File: config.mk
export PLATFORM = sky130hd
export DESIGN_NAME = http_request_framing_parser_flat
export DESIGN_NICKNAME = d
export VERILOG_FILES = /design/src/sv/hrfp_pkg.sv /design/src/sv/hrfp_channels.sv /design/src/sv/http_request_framing_parser.sv /design/src/flat_wrapper.sv
export SDC_FILE = /design/constraint.sdc
export NUM_CORES = 1
export LEC_CHECK = 0
export ABC_AREA = 1
export ABC_CLOCK_PERIOD_IN_PS = 6300
export BUFFER_PORTS_ARGS = -buffer_cell sky130_fd_sc_hd__buf_2
export CORE_MARGIN = 8
export CORE_UTILIZATION = 40
export CTS_CLUSTER_DIAMETER = 30
export DETAILED_ROUTE_END_ITERATION = 16
export HOLD_SLACK_MARGIN = 0.15
export PLACE_DENSITY = 0.58
export SLEW_MARGIN = 20
export SYNTH_ARGS = -nofsm -noshare
export SYNTH_HDL_FRONTEND = slang
export SYNTH_SLANG_ARGS = --single-unit
File: constraint.sdc
create_clock -name clock -period 6.3 [get_ports clock]
set_input_delay 1.26 -clock clock [delete_from_list [all_inputs] [get_ports clock]]
set_output_delay 1.26 -clock clock [all_outputs]
set_load 0.005 [all_outputs]
File: src/sv/hrfp_pkg.sv
// HTTP request framing parser: shared types, constants and character lookups.
// Used by the top level, the port checker and the testbench checker.
// No dependencies.
`default_nettype none

package hrfp_pkg;

   // Parse phase, one-hot
   typedef enum logic [2:0] {
      PH_LINE = 3'b001,
      PH_HDR  = 3'b010,
      PH_BODY = 3'b100
   } phase_type;

   // Status codes on the final transaction
   localparam logic [3:0] ST_OK         = 4'd0;
   localparam logic [3:0] ST_NO_TERM    = 4'd1;
   localparam logic [3:0] ST_NO_LINE    = 4'd2;
   localparam logic [3:0] ST_BAD_LINE   = 4'd3;
   localparam logic [3:0] ST_VERSION    = 4'd4;
   localparam logic [3:0] ST_HEADER     = 4'd5;
   localparam logic [3:0] ST_BAD_LENGTH = 4'd6;
   localparam logic [3:0] ST_TOO_LARGE  = 4'd7;
   localparam logic [3:0] ST_FRAMING    = 4'd8;
   localparam logic [3:0] ST_INCOMPLETE = 4'd9;

   // Byte kinds
   localparam logic [1:0] KIND_METHOD = 2'd0;
   localparam logic [1:0] KIND_PATH   = 2'd1;
   localparam logic [1:0] KIND_BODY   = 2'd2;

   // Header value trimming
   localparam logic [1:0] TRIM_LEAD   = 2'd0;
   localparam logic [1:0] TRIM_DIGITS = 2'd1;
   localparam logic [1:0] TRIM_TAIL   = 2'd2;

   // Characters
   localparam logic [7:0] CH_SP    = 8'h20;
   localparam logic [7:0] CH_TAB   = 8'h09;
   localparam logic [7:0] CH_CR    = 8'h0D;
   localparam logic [7:0] CH_LF    = 8'h0A;
   localparam logic [7:0] CH_COLON = 8'h3A;
   localparam logic [7:0] CH_UPPER_A = 8'h41;
   localparam logic [7:0] CH_UPPER_Z = 8'h5A;
   localparam logic [7:0] CH_DIGIT_0 = 8'h30;
   localparam logic [7:0] CH_DIGIT_9 = 8'h39;
   localparam logic [7:0] CASE_OFFSET = 8'h20;

   // Match strings, first character in the top byte
   localparam int CL_BYTES  = 14;
   localparam int TE_BYTES  = 17;
   localparam int VER_BYTES = 8;
   localparam logic [8*CL_BYTES-1:0]  CL_NAME  = "content-length";
   localparam logic [8*TE_BYTES-1:0]  TE_NAME  = "transfer-encoding";
   localparam logic [8*VER_BYTES-1:0] VER_TEXT = "HTTP/1.1";

   localparam logic [4:0]  CL_LEN       = 5'(CL_BYTES);
   localparam logic [4:0]  TE_LEN       = 5'(TE_BYTES);
   localparam logic [3:0]  VER_LEN      = 4'(VER_BYTES);
   localparam logic [4:0]  NAME_IDX_MAX = 5'd31;
   localparam logic [17:0] POS_MAX      = 18'h3FFFF;

   localparam logic [16:0] MAX_MESSAGE_RESET = 17'd65536;

   // Parser state
   typedef struct packed {
      phase_type   phase;
      logic        pend_cr;
      logic        line_nz;      // current line holds at least one byte
      logic [1:0]  space_cnt;
      logic [3:0]  ver_idx;
      logic        ver_bad;
      logic [4:0]  name_idx;
      logic [1:0]  name_match;   // bit 0 content-length, bit 1 transfer-encoding
      logic        colon_seen;
      logic [1:0]  trim;
      logic        value_bad;
      logic [63:0] acc;
      logic        acc_ovf;
      logic        length_seen;
      logic [16:0] body_len;
      logic [17:0] byte_pos;
      logic [16:0] body_rem;
      logic        term_seen;
      logic [3:0]  err;
   } state_type;

   localparam state_type STATE_RESET = '{
      phase:       PH_LINE,
      pend_cr:     1'b0,
      line_nz:     1'b0,
      space_cnt:   2'd0,
      ver_idx:     4'd0,
      ver_bad:     1'b0,
      name_idx:    5'd0,
      name_match:  2'b11,
      colon_seen:  1'b0,
      trim:        TRIM_LEAD,
      value_bad:   1'b0,
      acc:         64'd0,
      acc_ovf:     1'b0,
      length_seen: 1'b0,
      body_len:    17'd0,
      byte_pos:    18'd0,
      body_rem:    17'd0,
      term_seen:   1'b0,
      err:         ST_OK
   };

   // Outcome of one content byte
   typedef struct packed {
      state_type  st;
      logic       emit;
      logic [1:0] kind;
   } content_type;

   // One result transaction
   typedef struct packed {
      logic [7:0] out_byte;
      logic [1:0] byte_kind;
      logic       is_status;
      logic [3:0] status_code;
      logic       last;
   } rsp_item_type;

   function automatic logic [7:0] cl_char(input logic [4:0] i);
      logic [7:0] c;
      c = 8'h00;
      if (i < CL_LEN) c = CL_NAME[8 * (CL_BYTES - 1 - int'(i)) +: 8];
      return c;
   endfunction

   function automatic logic [7:0] te_char(input logic [4:0] i);
      logic [7:0] c;
      c = 8'h00;
      if (i < TE_LEN) c = TE_NAME[8 * (TE_BYTES - 1 - int'(i)) +: 8];
      return c;
   endfunction

   function automatic logic [7:0] ver_char(input logic [3:0] i);
      logic [7:0] c;
      c = 8'h00;
      if (i < VER_LEN) c = VER_TEXT[8 * (VER_BYTES - 1 - int'(i)) +: 8];
      return c;
   endfunction

endpackage

`default_nettype wire

File: src/sv/hrfp_channels.sv
// Valid/ready channel interfaces: request bytes, results and register writes.
// Plain wiring bundles; no dependencies.
`default_nettype none

interface hrfp_req_if;
   logic       valid;
   logic       ready;
   logic [7:0] in_byte;
   logic       end_of_message;
   modport source (output valid, in_byte, end_of_message, input ready);
   modport sink   (input valid, in_byte, end_of_message, output ready);
endinterface

interface hrfp_rsp_if;
   logic       valid;
   logic       ready;
   logic [7:0] out_byte;
   logic [1:0] byte_kind;
   logic       is_status;
   logic [3:0] status_code;
   logic       last;
   modport source (output valid, out_byte, byte_kind, is_status, status_code, last,
                   input ready);
   modport sink   (input valid, out_byte, byte_kind, is_status, status_code, last,
                   output ready);
endinterface

interface hrfp_csr_if;
   logic        valid;
   logic        ready;
   logic [16:0] max_message_bytes;
   modport source (output valid, max_message_bytes, input ready);
   modport sink   (input valid, max_message_bytes, output ready);
endinterface

`default_nettype wire

File: src/sv/http_request_framing_parser.sv
// HTTP/1.1 request framing parser, top level.
// Depends on hrfp_pkg and the channel interfaces in hrfp_channels.sv.
//
// Takes one raw request byte per req_ transaction and emits method, path and
// body bytes on rsp_, then one status transaction (is_status, last) on the
// byte flagged end_of_message; the parser returns to its reset state after
// it. Every byte is parsed in the cycle it is accepted, and its results
// appear on rsp_ from the next cycle through a four-entry result queue, so
// one byte is taken per clock as long as the consumer keeps up. A byte can
// give two results (a held CR that turns out to be content plus the byte
// itself, or a last byte plus the status); req_ready is low while the queue
// holds more than two results, so the result port's one-per-cycle drain
// sets the pace of such bursts. Bytes passed before an error are tentative. The user
// writes max_message_bytes on csr_ only while no message is in progress; unenforced.
`default_nettype none

module http_request_framing_parser
   import hrfp_pkg::*;
(
   input  logic       clock,
   input  logic       reset,
   hrfp_req_if.sink   req_if,
   hrfp_rsp_if.source rsp_if,
   hrfp_csr_if.sink   csr_if
);

   localparam int QDEPTH = 4;

   // ---------------------------------------------------------------
   // Per-byte helpers
   // ---------------------------------------------------------------
   function automatic logic [3:0] latch_err(input logic [3:0] cur, input logic [3:0] code);
      return (cur == ST_OK) ? code : cur;
   endfunction

   // One content byte of a line; prod is ten times the accumulator plus the byte's digit
   function automatic content_type content_step(input state_type s, input logic [7:0] b,
                                                input logic quiet,
                                                input logic [67:0] prod);
      content_type r;
      logic [7:0]  lb;
      logic        cl_hit;
      logic        te_hit;
      r.st      = s;
      r.emit    = 1'b0;
      r.kind    = KIND_METHOD;
      r.st.line_nz = 1'b1;
      lb     = ((b >= CH_UPPER_A) && (b <= CH_UPPER_Z)) ? b + CASE_OFFSET : b;
      cl_hit = s.name_match[0] && (s.name_idx == CL_LEN);
      te_hit = s.name_match[1] && (s.name_idx == TE_LEN);
      if (s.phase == PH_LINE) begin
         if (b == CH_SP) begin
            if (s.space_cnt != 2'd3) r.st.space_cnt = s.space_cnt + 2'd1;
         end else if (s.space_cnt < 2'd2) begin
            if (!quiet && (s.err == ST_OK)) begin
               r.emit = 1'b1;
               r.kind = (s.space_cnt == 2'd0) ? KIND_METHOD : KIND_PATH;
            end
         end else if (s.space_cnt == 2'd2) begin
            if ((s.ver_idx >= VER_LEN) || (b != ver_char(s.ver_idx))) r.st.ver_bad = 1'b1;
            if (s.ver_idx <= VER_LEN) r.st.ver_idx = s.ver_idx + 4'd1;
         end
      end else if (!s.colon_seen) begin
         // header name
         if (b == CH_COLON) begin
            r.st.colon_seen = 1'b1;
            r.st.name_match = {te_hit, cl_hit};
         end else begin
            if ((s.name_idx >= CL_LEN) || (lb != cl_char(s.name_idx)))
               r.st.name_match[0] = 1'b0;
            if ((s.name_idx >= TE_LEN) || (lb != te_char(s.name_idx)))
               r.st.name_match[1] = 1'b0;
            if (s.name_idx != NAME_IDX_MAX) r.st.name_idx = s.name_idx + 5'd1;
         end
      end else if (s.name_match[0]) begin
         // content-length value
         if ((b == CH_SP) || (b == CH_TAB)) begin
            if (s.trim == TRIM_DIGITS) r.st.trim = TRIM_TAIL;
         end else if ((b >= CH_DIGIT_0) && (b <= CH_DIGIT_9)) begin
            if (s.trim == TRIM_TAIL) r.st.value_bad = 1'b1;
            else r.st.trim = TRIM_DIGITS;
            if (|prod[67:64]) r.st.acc_ovf = 1'b1;
            else r.st.acc = prod[63:0];
         end else begin
            r.st.value_bad = 1'b1;
         end
      end
      return r;
   endfunction

   // CR LF seen: close the current line
   function automatic state_type line_end(input state_type s, input logic [16:0] max_bytes);
      state_type r;
      logic      too_big;
      logic      acc_big;
      r       = s;
      too_big = ({1'b0, s.byte_pos} > {2'b00, max_bytes}) ||
                (({2'b00, s.body_len} + {1'b0, s.byte_pos}) > {2'b00, max_bytes});
      acc_big = (|s.acc[63:17]) || (s.acc[16:0] > max_bytes);
      if (s.phase == PH_LINE) begin
         if (!s.line_nz) r.err = latch_err(s.err, ST_NO_LINE);
         else if (s.space_cnt != 2'd2) r.err = latch_err(s.err, ST_BAD_LINE);
         else if (s.ver_bad || (s.ver_idx != VER_LEN)) r.err = latch_err(s.err, ST_VERSION);
         r.phase = PH_HDR;
      end else if (!s.line_nz) begin
         r.term_seen = 1'b1;
         r.phase     = PH_BODY;
         if (s.length_seen) begin
            if (too_big) r.err = latch_err(s.err, ST_TOO_LARGE);
            r.body_rem = s.body_len;
         end
      end else if (!s.colon_seen) begin
         r.err = latch_err(s.err, ST_HEADER);
      end else if (s.name_match[0]) begin
         if (s.length_seen || (s.trim == TRIM_LEAD) || s.value_bad || s.acc_ovf)
            r.err = latch_err(s.err, ST_BAD_LENGTH);
         else if (acc_big)
            r.err = latch_err(s.err, ST_TOO_LARGE);
         else begin
            r.length_seen = 1'b1;
            r.body_len    = s.acc[16:0];
         end
      end else if (s.name_match[1]) begin
         r.err = latch_err(s.err, ST_FRAMING);
      end
      // start of next line
      r.line_nz    = 1'b0;
      r.colon_seen = 1'b0;
      r.name_idx   = 5'd0;
      r.name_match = 2'b11;
      r.trim       = TRIM_LEAD;
      r.value_bad  = 1'b0;
      r.acc        = 64'd0;
      r.acc_ovf    = 1'b0;
      return r;
   endfunction

   // ---------------------------------------------------------------
   // Registers
   // ---------------------------------------------------------------
   state_type     state_ff, state_in;
   logic [16:0]   max_ff;
   rsp_item_type  q_ff [QDEPTH];
   logic [1:0]    wr_ptr_ff, wr_ptr_in;
   logic [1:0]    rd_ptr_ff, rd_ptr_in;
   logic [2:0]    count_ff, count_in;

   // Step signals
   logic          req_accept;
   logic          rsp_pop;
   logic [7:0]    b;
   logic          eom;
   logic          is_body;
   logic          quiet;
   logic          use_first;
   logic          use_second;
   logic          do_line_end;
   logic          body_emit;
   logic [7:0]    first_b;
   logic [67:0]   digit_prod;
   state_type     s1, s2;
   content_type   c1, c2;
   logic          a_v, b_v;
   rsp_item_type  item_a, item_b, item_c;
   rsp_item_type  r0, r1;
   logic [1:0]    n_push;
   logic [3:0]    status;

   assign b   = req_if.in_byte;
   assign eom = req_if.end_of_message;

   // Handshakes
   assign req_if.ready = (count_ff <= 3'(QDEPTH - 2));
   assign req_accept   = req_if.valid && req_if.ready;
   assign rsp_if.valid = (count_ff != 3'd0);
   assign rsp_pop      = rsp_if.valid && rsp_if.ready;
   assign csr_if.ready = 1'b1;

   // Parse one byte
   always_comb begin
      s1 = state_ff;
      if (state_ff.byte_pos != POS_MAX) s1.byte_pos = state_ff.byte_pos + 18'd1;

      is_body     = (state_ff.phase == PH_BODY);
      quiet       = eom && (state_ff.phase == PH_LINE);
      do_line_end = !is_body && state_ff.pend_cr && (b == CH_LF);
      use_first   = !is_body && (state_ff.pend_cr ? (b != CH_LF) : (b != CH_CR));
      use_second  = !is_body && state_ff.pend_cr && (b != CH_LF) && (b != CH_CR);
      first_b     = state_ff.pend_cr ? CH_CR : b;
      body_emit   = is_body && (state_ff.err == ST_OK) && (state_ff.body_rem != 17'd0);

      // a held CR never touches the accumulator, so one product serves both bytes
      digit_prod = ({4'd0, state_ff.acc} << 3) + ({4'd0, state_ff.acc} << 1) +
                   {64'd0, b[3:0]};
      c1 = content_step(s1, first_b, quiet, digit_prod);
      c2 = content_step(c1.st, b, quiet, digit_prod);

      if (is_body) begin
         s2 = s1;
         if (body_emit) s2.body_rem = s1.body_rem - 17'd1;
      end else if (do_line_end) begin
         s2 = line_end(s1, max_ff);
      end else if (use_second) begin
         s2 = c2.st;
      end else if (use_first) begin
         s2 = c1.st;
      end else begin
         s2 = s1;
      end
      if (!is_body) s2.pend_cr = (b == CH_CR);

      // final status
      if (!s2.term_seen) status = ST_NO_TERM;
      else if (s2.err != ST_OK) status = s2.err;
      else if (s2.body_rem != 17'd0) status = ST_INCOMPLETE;
      else status = ST_OK;

      // candidate results in order
      a_v    = body_emit || (use_first && c1.emit);
      b_v    = use_second && c2.emit;
      item_a = '{out_byte: (is_body ? b : first_b), byte_kind: (is_body ? KIND_BODY : c1.kind),
                 is_status: 1'b0, status_code: ST_OK, last: 1'b0};
      item_b = '{out_byte: b, byte_kind: c2.kind, is_status: 1'b0, status_code: ST_OK,
                 last: 1'b0};
      item_c = '{out_byte: 8'h00, byte_kind: KIND_METHOD, is_status: 1'b1,
                 status_code: status, last: 1'b1};
      r0     = a_v ? item_a : (b_v ? item_b : item_c);
      r1     = (a_v && b_v) ? item_b : item_c;
      n_push = 2'({1'b0, a_v} + {1'b0, b_v} + {1'b0, eom});

      state_in = state_ff;
      if (req_accept) state_in = eom ? STATE_RESET : s2;
   end

   // Queue pointers
   always_comb begin
      wr_ptr_in = wr_ptr_ff;
      rd_ptr_in = rd_ptr_ff;
      count_in  = count_ff;
      if (req_accept) wr_ptr_in = wr_ptr_ff + n_push;
      if (rsp_pop) rd_ptr_in = rd_ptr_ff + 2'd1;
      count_in = count_ff + (req_accept ? {1'b0, n_push} : 3'd0) - {2'b00, rsp_pop};
   end

   // Control state and register
   always_ff @(posedge clock) begin
      if (reset) begin
         state_ff  <= STATE_RESET;
         max_ff    <= MAX_MESSAGE_RESET;
         wr_ptr_ff <= 2'd0;
         rd_ptr_ff <= 2'd0;
         count_ff  <= 3'd0;
      end else begin
         state_ff  <= state_in;
         wr_ptr_ff <= wr_ptr_in;
         rd_ptr_ff <= rd_ptr_in;
         count_ff  <= count_in;
         if (csr_if.valid) max_ff <= csr_if.max_message_bytes;
      end
   end

   // Result queue storage
   always_ff @(posedge clock) begin
      if (req_accept && (n_push != 2'd0)) q_ff[wr_ptr_ff] <= r0;
      if (req_accept && (n_push == 2'd2)) q_ff[wr_ptr_ff + 2'd1] <= r1;
   end

   assign rsp_if.out_byte    = q_ff[rd_ptr_ff].out_byte;
   assign rsp_if.byte_kind   = q_ff[rd_ptr_ff].byte_kind;
   assign rsp_if.is_status   = q_ff[rd_ptr_ff].is_status;
   assign rsp_if.status_code = q_ff[rd_ptr_ff].status_code;
   assign rsp_if.last        = q_ff[rd_ptr_ff].last;

endmodule

`default_nettype wire

File: src/flat_wrapper.sv
// flat-port wrapper written by rule: the top's interface ports become plain ports
module http_request_framing_parser_flat import hrfp_pkg::*;
  (clock, reset, req_if_valid, req_if_in_byte, req_if_end_of_message, req_if_ready, rsp_if_valid, rsp_if_out_byte, rsp_if_byte_kind, rsp_if_is_status, rsp_if_status_code, rsp_if_last, rsp_if_ready, csr_if_valid, csr_if_max_message_bytes, csr_if_ready);
  hrfp_req_if req_if_i ();
  hrfp_rsp_if rsp_if_i ();
  hrfp_csr_if csr_if_i ();
  input  logic clock;
  input  logic reset;
  input wire logic [$bits(req_if_i.valid)-1:0] req_if_valid;
  input wire logic [$bits(req_if_i.in_byte)-1:0] req_if_in_byte;
  input wire logic [$bits(req_if_i.end_of_message)-1:0] req_if_end_of_message;
  output wire logic [$bits(req_if_i.ready)-1:0] req_if_ready;
  output wire logic [$bits(rsp_if_i.valid)-1:0] rsp_if_valid;
  output wire logic [$bits(rsp_if_i.out_byte)-1:0] rsp_if_out_byte;
  output wire logic [$bits(rsp_if_i.byte_kind)-1:0] rsp_if_byte_kind;
  output wire logic [$bits(rsp_if_i.is_status)-1:0] rsp_if_is_status;
  output wire logic [$bits(rsp_if_i.status_code)-1:0] rsp_if_status_code;
  output wire logic [$bits(rsp_if_i.last)-1:0] rsp_if_last;
  input wire logic [$bits(rsp_if_i.ready)-1:0] rsp_if_ready;
  input wire logic [$bits(csr_if_i.valid)-1:0] csr_if_valid;
  input wire logic [$bits(csr_if_i.max_message_bytes)-1:0] csr_if_max_message_bytes;
  output wire logic [$bits(csr_if_i.ready)-1:0] csr_if_ready;
  assign req_if_i.valid = req_if_valid;
  assign req_if_i.in_byte = req_if_in_byte;
  assign req_if_i.end_of_message = req_if_end_of_message;
  assign req_if_ready = req_if_i.ready;
  assign rsp_if_valid = rsp_if_i.valid;
  assign rsp_if_out_byte = rsp_if_i.out_byte;
  assign rsp_if_byte_kind = rsp_if_i.byte_kind;
  assign rsp_if_is_status = rsp_if_i.is_status;
  assign rsp_if_status_code = rsp_if_i.status_code;
  assign rsp_if_last = rsp_if_i.last;
  assign rsp_if_i.ready = rsp_if_ready;
  assign csr_if_i.valid = csr_if_valid;
  assign csr_if_i.max_message_bytes = csr_if_max_message_bytes;
  assign csr_if_ready = csr_if_i.ready;
  http_request_framing_parser u_core (.clock(clock), .reset(reset), .req_if(req_if_i), .rsp_if(rsp_if_i), .csr_if(csr_if_i));
endmodule
# Yosys cells after proc, flatten, opt, wreduce, memory -nomap -nowiden
# Memories as Yosys holds them, arrays and structs flattened. A register that Yosys moved wholly into a read port is not among the register bits.
# Cells that the tools add are included.
word_totals:
  memories: 1
  ff_bits: 170
  mem_bits_rw: 64
classes:
  reduce_logical: 63
  muxes: 149
  add_sub_neg: 26
  n_shift: 6
  n_eq_ne: 42
  order_cmp: 28
memory_table:
  columns: ["memory", "words", "width", "rd", "rd_ports_with_merged_regs", "wr", "line", "rtl"]
  rows:
  - ["u_core.q_ff", 4, 16, 1, 1, 2, "http_request_framing_parser.sv:143", "rsp_item_type q_ff [QDEPTH];"]
ops:
  columns: ["cell", "n"]
  rows:
  - ["two-way mux 146 bit", 3]
  - ["two-way mux 142 bit", 2]
  - ["two-way mux 68 bit", 4]
  - ["variable part select 136 x 32 -> 8 bit (first input constant)", 2]
  - ["two-way mux 8 bit", 32]
  - ["variable part select 112 x 32 -> 8 bit (first input constant)", 2]
  - ["two-way mux 18 bit", 9]
  - ["two-way mux 76 bit", 2]
  - ["two-way mux 66 bit", 2]
  - ["two-way mux 65 bit", 2]
  - ["two-way mux 64 bit", 2]
  - ["variable part select 64 x 32 -> 8 bit (first input constant)", 2]
  - ["two-way mux 4 bit", 24]
  - ["adder 67 x 65 -> 68 bit", 1]
  - ["adder 68 x 4 -> 68 bit", 1]
  - ["two-way mux 5 bit", 10]
  - ["two-way mux 16 bit", 3]
  - ["!= test 8 bit", 6]
  - ["OR reduction 47 bit", 1]
  - ["two-way mux 2 bit", 18]
  - ["two-way mux 17 bit", 2]
  - ["nonzero test 17 bit", 2]
  - ["== test 8 x 4 -> 1 bit (second input constant)", 4]
  - ["== test 8 x 6 -> 1 bit (second input constant)", 4]
  - ["other kinds (59)", 174]

# Depth between registers and ports, before layout
logic_depth:
  ltp_word: 37
  mapped_depth: 42
  ltp_nobuf: 41

# Worst setup path after synthesis
# No wires, ideal clock.
synth_path:
  kind: "register to register"
  start: "register u_core.state_ff[22] in the netlist's numbering"
  end: "memory u_core.q_ff[0][1] in the netlist's numbering, data pin"
  path_stages_with_launch: 38
  slack_ps: 1123
  setup_ps: 254
  synth_period_minus_slack_ps: 5177
  arrival_ps: 4923
  cell_sequence: "dfxtp_1 -> ha_1 -> nand3_1 -> nor3_1 -> nand3b_1 -> nor3_1 -> inv_1 -> nand2_1 -> nand2_1 -> inv_1 -> ha_1 -> inv_1 -> fa_1 -> o221ai_1 -> nand3_1 -> o21ai_0 -> a31oi_1 -> o21ai_0 -> (+2 left out) -> a21oi_1 -> xnor2_1 -> ha_1 -> nand2_1 -> nor4b_1 -> nand3_1 -> nand2_1 -> nand4_1 -> nand2_1 -> nand2_1 -> nand2_1 -> nand2_1 -> nor2_1 -> inv_1 -> nor2_1 -> nand2_1 -> inv_2 -> nor2_1"
synth_lines:
  columns: ["element", "line", "rtl"]
  rows:
  - ["start: declaration", "http_request_framing_parser.sv:141", "state_type state_ff, state_in;"]
  - ["start signal: assignment", "http_request_framing_parser.sv:254", "state_ff <= state_in;"]
  - ["end: declaration", "http_request_framing_parser.sv:143", null]

==> flow_summary.json <==
{
  "hold_path.class": "reg -> reg",
  "grt_max_degree": 77,
  "die_area_mm2": 0.0661,
  "maxCapViolCount": 0,
  "area_growth_pct": 14.0,
  "fin_cells": 4524,
  "clkPwrFrac_pct": 58.3,
  "synth_edf_count": 56,
  "grt_pass1_wl_mm": 121,
  "clk_pin_slew_worst_paths_ns": 0.04,
  "cts_made_buffers": 71,
  "grt_pass1_vias": 23100,
  "syn_nets": 3953,
  "track_usage_pct": 21.9,
  "core.rowCount": 88,
  "synthArstFlopShare_pct": 0,
  "grt_overflow": 0,
  "hold_viol_final": 0,
  "switching_power_mw": 1.84,
  "core_area_mm2": 0.0576,
  "cp_data_arrival_time_ns": 6.00,
  "postCtsHoldBufs": 0,
  "clock.fmax_mhz": 177,
  "start_util_pct": 40.4,
  "port_buffers": 48,
  "ys_ff_latch": 232,
  "drive_gt1_share_pct": 9.04,
  "timing.setup.tns_ns": 0,
  "synth_cells": 3701,
  "slew_headroom_pct": 28.3,
  "wire_per_inst_um": 16.4,
  "syn_avg_cell_area_um2": 6.29,
  "routed_via_density": 5.32,
  "cts_tree": "built",
  "htreeDepth": 3,
  "required_ns": 6.65,
  "setup_viol": 0,
  "ir_drop_mv": 0.198,
  "startpoint": "u_core.state_ff[23]",
  "worst_pin_slew_ns": 1.07,
  "start_kind": "register",
  "netlist_area_mm2": 0.0233,
  "drt-initial-drc-count": 1695,
  "slowest_stage": "fa_1",
  "yosysWarnings": 0,
  "worstHoldStart": "u_core.c1[24]",
  "post_cts_buffers": 0,
  "io_pins": 50,
  "clockBufferDepth": 3,
  "drc": 0,
  "swShare_pct": 29.8,
  "dp_cells": 4393,
  "antenna_found_initial": 0,
  "drv_slew": 0,
  "yosys_most_used_dff": "dfxtp_1",
  "critPathMostFrequentCell": "nand2_1",
  "rsz0062_at_grt": "no",
  "fin_skew_ns": 0.0285,
  "die_width_um": 257,
  "layout_worst_path_cycle_share_pct": 89.7,
  "dp_hpwl_mm": 54.4,
  "diodes": 0,
  "drtAntennaViolNets": 0,
  "wirelength_mm": 74.3,
  "critPathKind": "reg -> reg",
  "fin_crit_ns": 5.65,
  "power_density_mw_per_mm2": 233,
  "critical_path.max_fanout": 6,
  "power_frac_seq_pct": 27.2,
  "p_int_mw": 4.34,
  "dr.pass1.iters": 6,
  "root_buffer": "clkbuf_16",
  "die_y_um": 257,
  "clock_sinks": 232,
  "max_stage_delay_ns": 0.45,
  "status": "finished clean",
  "power.leakage_nw": 12.1,
  "p_comb_share_pct": 14.5,
  "place.gp.congestion": 0.936,
  "fill_cells": 6097,
  "num_vias": 24000,
  "worst_setup_path_end_kind": "register",
  "fin_nets": 3953,
  "clk_latency_ns": 0.61,
  "r2r_start": "u_core.state_ff[23]",
  "seq_area_frac_synth_pct": 22.4,
  "synth_cell_types": 64
}
==> logic make-up (layout without fill, tap and decap cells) <==
family                   count (synthesis)  count (layout)  synth area share (%)
AND/OR/NAND/NOR                       1794            1794                  32.9
AO/OA/AOI/OAI                          790             790                  19.0
buffers and inverters                  556             614                  9.64
flip-flops                             232             232                  22.4
adder cells (fa/ha/maj)                221             221                  12.0
XOR/XNOR                               107             107                  4.03
other                                    1               1                0.0161
==> sequential cells by signal (all words and copies together) (netlist names), named ones only <==
name and count:
u_core.s1 84, u_core.q_ff 60, u_core.c1 44, u_core.state_ff 18
u_core.max_ff 17, u_core.count_ff 3, u_core.rd_ptr_ff 2, u_core.wr_ptr_ff 2
==> layout make-up <==
| cell class | count | area (um2) | area share [%] |
|---|---|---|---|
| multi-input cells | 2913 | 15900 | 59.9 |
| repair buffers | 77 | 489 | 1.84 |
| clock inverters | 46 | 538 | 2.03 |
| well taps | 765 | 957 | 3.61 |
| inverters | 406 | 1520 | 5.75 |
| flip-flops and latches | 232 | 5200 | 19.6 |
| clock buffers | 85 | 1920 | 7.24 |
==> power groups by stage <==
stage	sequential [mW]	clock, mW	combinational, mW
after floorplan	1.67	0	0.636
after global placement	1.71	0	0.899
after detailed placement	1.71	0	0.902
after CTS	1.68	3.66	0.906
after global routing	1.70	3.73	1.02
final	1.68	3.60	0.896
==> final timing paths <==
kind	slack (ns)	end	cells after the start
max reg2reg	0.65	u_core.q_ff[0][1]	37
min	0.46	u_core.c1[24]	2
min reg2reg	0.46	u_core.c1[24]	2
max	0.65	u_core.q_ff[0][1]	37
==> cell usage in the layout (no fill, tap or decap), types with 47 or more instances in the layout <==
cell / n
nor2_1: 360
dfxtp_1: 176
nand2_1: 1001
xnor2_1: 53
nand4_1: 73
clkbuf_16: 72
edfxtp_1: 56
nand3_1: 220
ha_1: 216
buf_2: 47
inv_1: 382
o22ai_1: 55
xor2_1: 54
a21oi_1: 363
o21ai_0: 226
==> metrics by stage <==
step                      utilization [%]  setup WS, ns  total power, mW  instance area [um2]  hold WS (ns)
after floorplan                         -          1.12             2.31                23300         0.429
after global placement               41.7         0.294             2.61                24000         0.442
after detailed placement             41.7         0.274             2.61                24000         0.446
after CTS                            46.0         0.235             6.25                26500         0.466
after global routing                 46.1        0.0231             6.45                26500         0.485
final                                46.1         0.647             6.18                26500         0.464
==> routing by layer <==
| metal | part of all wire, % | routed length [um] | up-vias | global-route usage, % |
|---|---|---|---|---|
| met3 | 5.6 | 4150 | 135 | 3.74 |
| met5 | 0 | 0 | - | 0 |
| met4 | 2.6 | 1930 | 0 | 6.76 |
| met2 | 45 | 33600 | 596 | 36.2 |
| met1 | 47 | 34600 | 11000 | 28.9 |
| li1 | - | - | 12400 | - |
==> cells in the mapped netlist (all sizes together) (7+ instances only) <==
| master | number | area (um2) |
|---|---|---|
| nand2 | 1014 | 3850 |
| inv | 402 | 1510 |
| a21oi | 401 | 2160 |
| nor2 | 388 | 1540 |
| o21ai | 243 | 1220 |
| nand3 | 232 | 1240 |
| ha | 216 | 2700 |
| dfxtp | 176 | 3520 |
| clkbuf | 96 | 360 |
| nand4 | 75 | 490 |
| edfxtp | 56 | 1680 |
| o22ai | 55 | 344 |
| buf | 54 | 358 |
| xor2 | 54 | 473 |
| xnor2 | 53 | 464 |
| nor3 | 48 | 273 |
| nor4 | 15 | 100 |
| o21bai | 15 | 124 |
| a21o | 14 | 105 |
| o211ai | 12 | 90.1 |
| a31oi | 11 | 68.8 |
| a211oi | 10 | 75.1 |
| a21boi | 8 | 67.6 |
| nand3b | 7 | 52.6 |
==> worst max-delay path, delay by kind of cell, from the launching register on <==
family,cells,cell delay (ns)
adders and majority gates,4,1.12
buffers and inverters,5,0.45
AOI/OAI and AO/OA,5,0.89
and+or+nand+nor,22,2.41
xor gates and xnor gates,1,0.13
DFF,1,0.39
==> what timing repair did <==
action                                  in CTS  in global routing
resized for setup                            0                  7
hold endpoints to repair                     0                  0
endpoints found under the setup margin       0                 18
(Power assumes the default switching activity.)
